**src/sv/pcrrip_pkg.sv**
```systemverilog
// ============================================================================
// pcrrip_pkg
// Shared types, sizes and helpers for the PC-confidence RRIP replacement block.
// ============================================================================
package pcrrip_pkg;

    // Cache geometry and table size. NUM_SETS and TABLE_ENTRIES are powers of two.
    localparam int NUM_SETS      = 2048;
    localparam int NUM_WAYS      = 16;
    localparam int TABLE_ENTRIES = 16384;

    // Field and storage widths.
    localparam int RRPV_W = 2;
    localparam int CONF_W = 4;
    localparam int SET_W  = (NUM_SETS > 1) ? $clog2(NUM_SETS) : 1;
    localparam int WAY_W  = $clog2(NUM_WAYS);
    localparam int ROW_W  = NUM_WAYS * RRPV_W;

    // The confidence table is stored as rows of eight entries.
    localparam int CONF_PER_ROW = 8;
    localparam int CSEL_W       = 3;
    localparam int CONF_ROWS    = TABLE_ENTRIES / CONF_PER_ROW;
    localparam int PC_W         = $clog2(TABLE_ENTRIES);
    localparam int CROW_W       = PC_W - CSEL_W;
    localparam int CROW_BITS    = CONF_PER_ROW * CONF_W;

    // The clearing pass covers the longer of the two memories.
    localparam int CLEAR_ROWS = (NUM_SETS > CONF_ROWS) ? NUM_SETS : CONF_ROWS;
    localparam int CLR_W      = $clog2(CLEAR_ROWS);

    // Policy constants.
    localparam logic [RRPV_W-1:0] RRPV_DISTANT  = 2'd3;
    localparam logic [CONF_W-1:0] CONF_CEIL     = 4'd15;
    localparam logic [CONF_W-1:0] CONF_INIT     = 4'd7;
    localparam logic [CONF_W-1:0] CONF_LOW_TOP  = 4'd4;
    localparam logic [CONF_W-1:0] CONF_MID_TOP  = 4'd9;
    localparam logic [CONF_W-1:0] CONF_MRU      = 4'd14;
    localparam logic [4:0]        BYPASS_WAY    = 5'd16;

    // Operation codes.
    localparam logic OP_VICTIM = 1'b0;
    localparam logic OP_UPDATE = 1'b1;

    // One request beat.
    typedef struct packed {
        logic        operation;
        logic [10:0] set_index;
        logic [4:0]  way;
        logic [13:0] pc_index;
        logic        is_writeback;
        logic        hit;
    } pcrrip_req_t;

    // One result beat.
    typedef struct packed {
        logic [3:0] victim_way;
        logic       mru_insert;
    } pcrrip_rsp_t;

    // Control of the shared compare unit.
    typedef struct packed {
        logic clear;
        logic step;
    } scan_ctrl_t;

    // Insertion value for a fill, chosen by confidence class.
    function automatic logic [RRPV_W-1:0] fill_value(input logic [CONF_W-1:0] conf);
        logic [RRPV_W-1:0] v;
        if (conf <= CONF_LOW_TOP)
        begin
            v = 2'd3;
        end
        else if (conf <= CONF_MID_TOP)
        begin
            v = 2'd2;
        end
        else if (conf == CONF_MRU)
        begin
            v = 2'd0;
        end
        else
        begin
            v = 2'd1;
        end
        return v;
    endfunction

endpackage

```
**src/sv/pcrrip_scan.sv**
```systemverilog
// ============================================================================
// pcrrip_scan
// Shared compare unit: takes one way per cycle while step is high and keeps the
// largest re-reference value seen and the first way that holds it.
// ============================================================================
module pcrrip_scan (
    input  logic                        clk,
    input  logic                        rst_n,
    input  pcrrip_pkg::scan_ctrl_t      ctrl,
    input  logic [pcrrip_pkg::RRPV_W-1:0] value,
    input  logic [pcrrip_pkg::WAY_W-1:0]  index,
    output logic [pcrrip_pkg::RRPV_W-1:0] top,
    output logic [pcrrip_pkg::WAY_W-1:0]  first
);
    import pcrrip_pkg::*;

    logic [RRPV_W-1:0] top_reg;
    logic [RRPV_W-1:0] top_next;
    logic [WAY_W-1:0]  first_reg;
    logic [WAY_W-1:0]  first_next;

    // A strictly larger value moves the pick, so ties keep the lowest way.
    always_comb
    begin
        top_next   = top_reg;
        first_next = first_reg;
        if (ctrl.clear)
        begin
            top_next   = '0;
            first_next = '0;
        end
        else if (ctrl.step && (value > top_reg))
        begin
            top_next   = value;
            first_next = index;
        end
    end

    always_ff @(posedge clk or negedge rst_n)
    begin
        if (!rst_n)
        begin
            top_reg   <= '0;
            first_reg <= '0;
        end
        else
        begin
            top_reg   <= top_next;
            first_reg <= first_next;
        end
    end

    assign top   = top_reg;
    assign first = first_reg;

endmodule

```
**config.mk**
```make
export PLATFORM = sky130hd
export DESIGN_NAME = pcrrip_scan
export DESIGN_NICKNAME = d
export VERILOG_FILES = /design/src/sv/pcrrip_pkg.sv /design/src/sv/pcrrip_scan.sv
export SDC_FILE = /design/constraint.sdc
export NUM_CORES = 1
export LEC_CHECK = 0
export BUFFER_PORTS_ARGS = -buffer_cell sky130_fd_sc_hd__clkbuf_2
export CAP_MARGIN = 0
export CORE_AREA = 2 2 39 41
export CTS_CLUSTER_SIZE = 25
export DETAILED_ROUTE_END_ITERATION = 16
export DIE_AREA = 0 0 41 43
export PLACE_DENSITY = 0.59
export SYNTH_ARGS = -nofsm -noshare
export SYNTH_HDL_FRONTEND = slang
export SYNTH_SLANG_ARGS = --single-unit
```
**constraint.sdc**
```tcl
create_clock -name clk -period 2.75 [get_ports clk]
set_input_delay 0 -clock clk [delete_from_list [all_inputs] [get_ports clk]]
set_output_delay 0 -clock clk [all_outputs]
set_load 0.02 [all_outputs]
```
==> metrics.yaml <==
status:
  status: "finished with violations"
  violations: "negative hold slack"
critical_path:
  worstSetupPathType: "register to register"
  crit_arrival_ns: 1.62
  crit_fanout: 6
  start_kind: "register"
  worstSetupEndpointType: "register"
  required_ns: 2.91
global_routing:
  gr-total-overflow: 0
  grt_pass1_wl_um: 890
  antenna_found_initial: 0
  grt_max_degree: 13
  grtUsageTotal_pct: 7.49
  grt_pass1_vias: 238
timing:
  worst_pin_slew_ns: 0.310
  fin_ws_ns: 1.29
  rsz0062_at_grt: "no"
  finalSetupTns_ns: 0
  setup_viol: 0
  timing.final.crit_share_pct: 52.9
  clock_skew_ns: 0.000360
  slew_viol_final: 0
  hold_viol_final: 1
  period_minus_slack_ns: 1.46
  slew_headroom_pct: 79.3
  max_freq_ghz: 0.687
  whs_ns: -0.00323
job:
  maxCapViolCount: 0
floorplanning:
  die_x_um: 41
  std_cell_rows: 14
  io_pins: 16
  initial_core_util_pct: 25.5
  die_y_um: 43
  die-area_sq_mm: 0.00176
  core_sq_mm: 0.00138
route:
  wire_per_inst_um: 9.06
  vias: 293
  met2_length_um: 278
  met1Wirelength_um: 293
  vias_per_cell: 4.25
  highest_layer: "met3"
  ant_nets: 0
  first_iter_violations: 6
  drtPass1Iterations: 3
  drc_errors: 0
  wl_met3_um: 52
  finalWirelength_um: 625
yosys:
  seq_area_frac_synth_pct: 42.6
  ys_types: 10
  avgSynthCellArea_sq_um: 10.7
  ys_seq_elements: 6
  synth_top_area_share_pct: 42.6
  netlist_instances: 33
  syn_nets: 45
  synth_top_area_cell: "dfrtp_1"
  synth-warning-count: 0
  yosys-top-cells-area: "dfrtp_1 43%, nand2b_1 21%, mux2i_1 17%"
  syn_area_sq_um: 353
clock_network:
  clk-insertion-delay-late_ns: 0.24
  cts_tree: "done"
  root_buffer: "clkbuf_4"
  clk_path_buf_depth: 2
  htree_levels: 1
  post_cts_resized: 0
  path_clk_slew_ns: 0.05
  cts.sinks: 6
  cts_buffers: 3
place:
  post-place-ws_ns: 1.28
  globalplace.congestion: 0.607
  io_buffer_count: 15
finish:
  multiInputGateArea_sq_um: 180
  largest_reg_flops: 4
  drive_gt1_share_pct: 34.0
  finish.net_count: 67
  n_antenna_cell: 0
  fillCellCount: 155
  seq_area_sq_um: 150
  syn_to_final_growth_pct: 40.4
hold_path:
  hold_class: "input port to register"
power_and_ir_drop:
  power.density_mw_per_mm2: 480
  ir_worst_vdd_v: 0.000219
  power.leakage_uw: 0.000261
## Yosys cell counts (all sizes together)
cell type / number
ha: 2
clkbuf: 1
nand2b: 12
nand2: 1
dfrtp: 6
mux2i: 6
buf: 1
o211a: 1
nor2b: 1
inv: 2
## final cells by class
cell class | count | area share (%)
well taps | 16 | 4.04
repair buffers | 19 | 23.2
inverters | 2 | 1.52
flip-flops and latches | 6 | 30.3
clock buffers | 3 | 4.55
multi-input cells | 23 | 36.4
## kinds of logic after synthesis
logic type,count (synthesis),share of synthesized area (%)
adders and majority gates,2,7.09
muxes,6,17.0
AOI/OAI and AO/OA,1,2.84
DFF,6,42.6
and+or+nand+nor,14,24.1
buffers and inverters,4,6.38
## what timing repair did
item,4_1_cts,5_1_grt
endpoints found under the hold margin,9,0
hold buffers,4,0
setup buffers,0,0
## through the flow
step	std cells	utilization (%)	total power (uW)	cell area, sq um	hold WS [ns]
6_report	69	35.8	238	495	-0.00323
5_1_grt	69	35.8	252	495	0.00661
4_1_cts	69	35.8	243	495	0.00103
3_5_place_dp	62	31.3	155	433	-0.163
3_3_place_gp	62	31.3	154	433	-0.165
2_1_floorplan	33	-	139	353	-0.296
## routing by layer
metal  up-vias  GRT usage [%]
met4         0           4.00
li1        147              -
met3         0           3.14
met1       135           9.24
met5         -              0
met2        11           10.6
## worst max-delay path: stages (launching register included)
cell,delay (ns)
dfrtp_1,0.36
inv_1,0.05
ha_1,0.28
nor2b_1,0.12
o211a_1,0.34
mux2i_1,0.22
## placed cells by master (no fill, tap or decap), drive strengths merged
| master | netlist | final |
|---|---|---|
| clkbuf | 1 | 18 |
| dlygate4sd3 | 0 | 4 |
| dfrtp | 6 | 6 |
| nand2b | 12 | 12 |
| inv | 2 | 2 |
| ha | 2 | 2 |
| mux2i | 6 | 6 |
| nor2b | 1 | 1 |
| o211a | 1 | 1 |
| nand2 | 1 | 1 |
## where the power goes
group / internal, uW / switching (uW)
clock: 49.4 / 31.8
combinational: 27.8 / 29.1
sequential: 95.6 / 4.18
## path summary, 6_finish.rpt
kind                                           start                    to  slack (ns)  depth (start not counted)
worst max-delay path              top[1]$_DFFE_PN0P_    top[1]$_DFFE_PN0P_        1.29                          5
worst min-delay path                        index[1]  first[1]$_DFFE_PN0P_      -0.003                          3
worst max register to register    top[1]$_DFFE_PN0P_    top[1]$_DFFE_PN0P_        1.29                          5
worst min register to register  first[0]$_DFFE_PN0P_  first[0]$_DFFE_PN0P_        0.54                          2
max in group asynchronous                      rst_n  first[0]$_DFFE_PN0P_        2.48                          2
min in group asynchronous                      rst_n    top[1]$_DFFE_PN0P_        0.12                          2
Power figures use the tool's default switching activity.
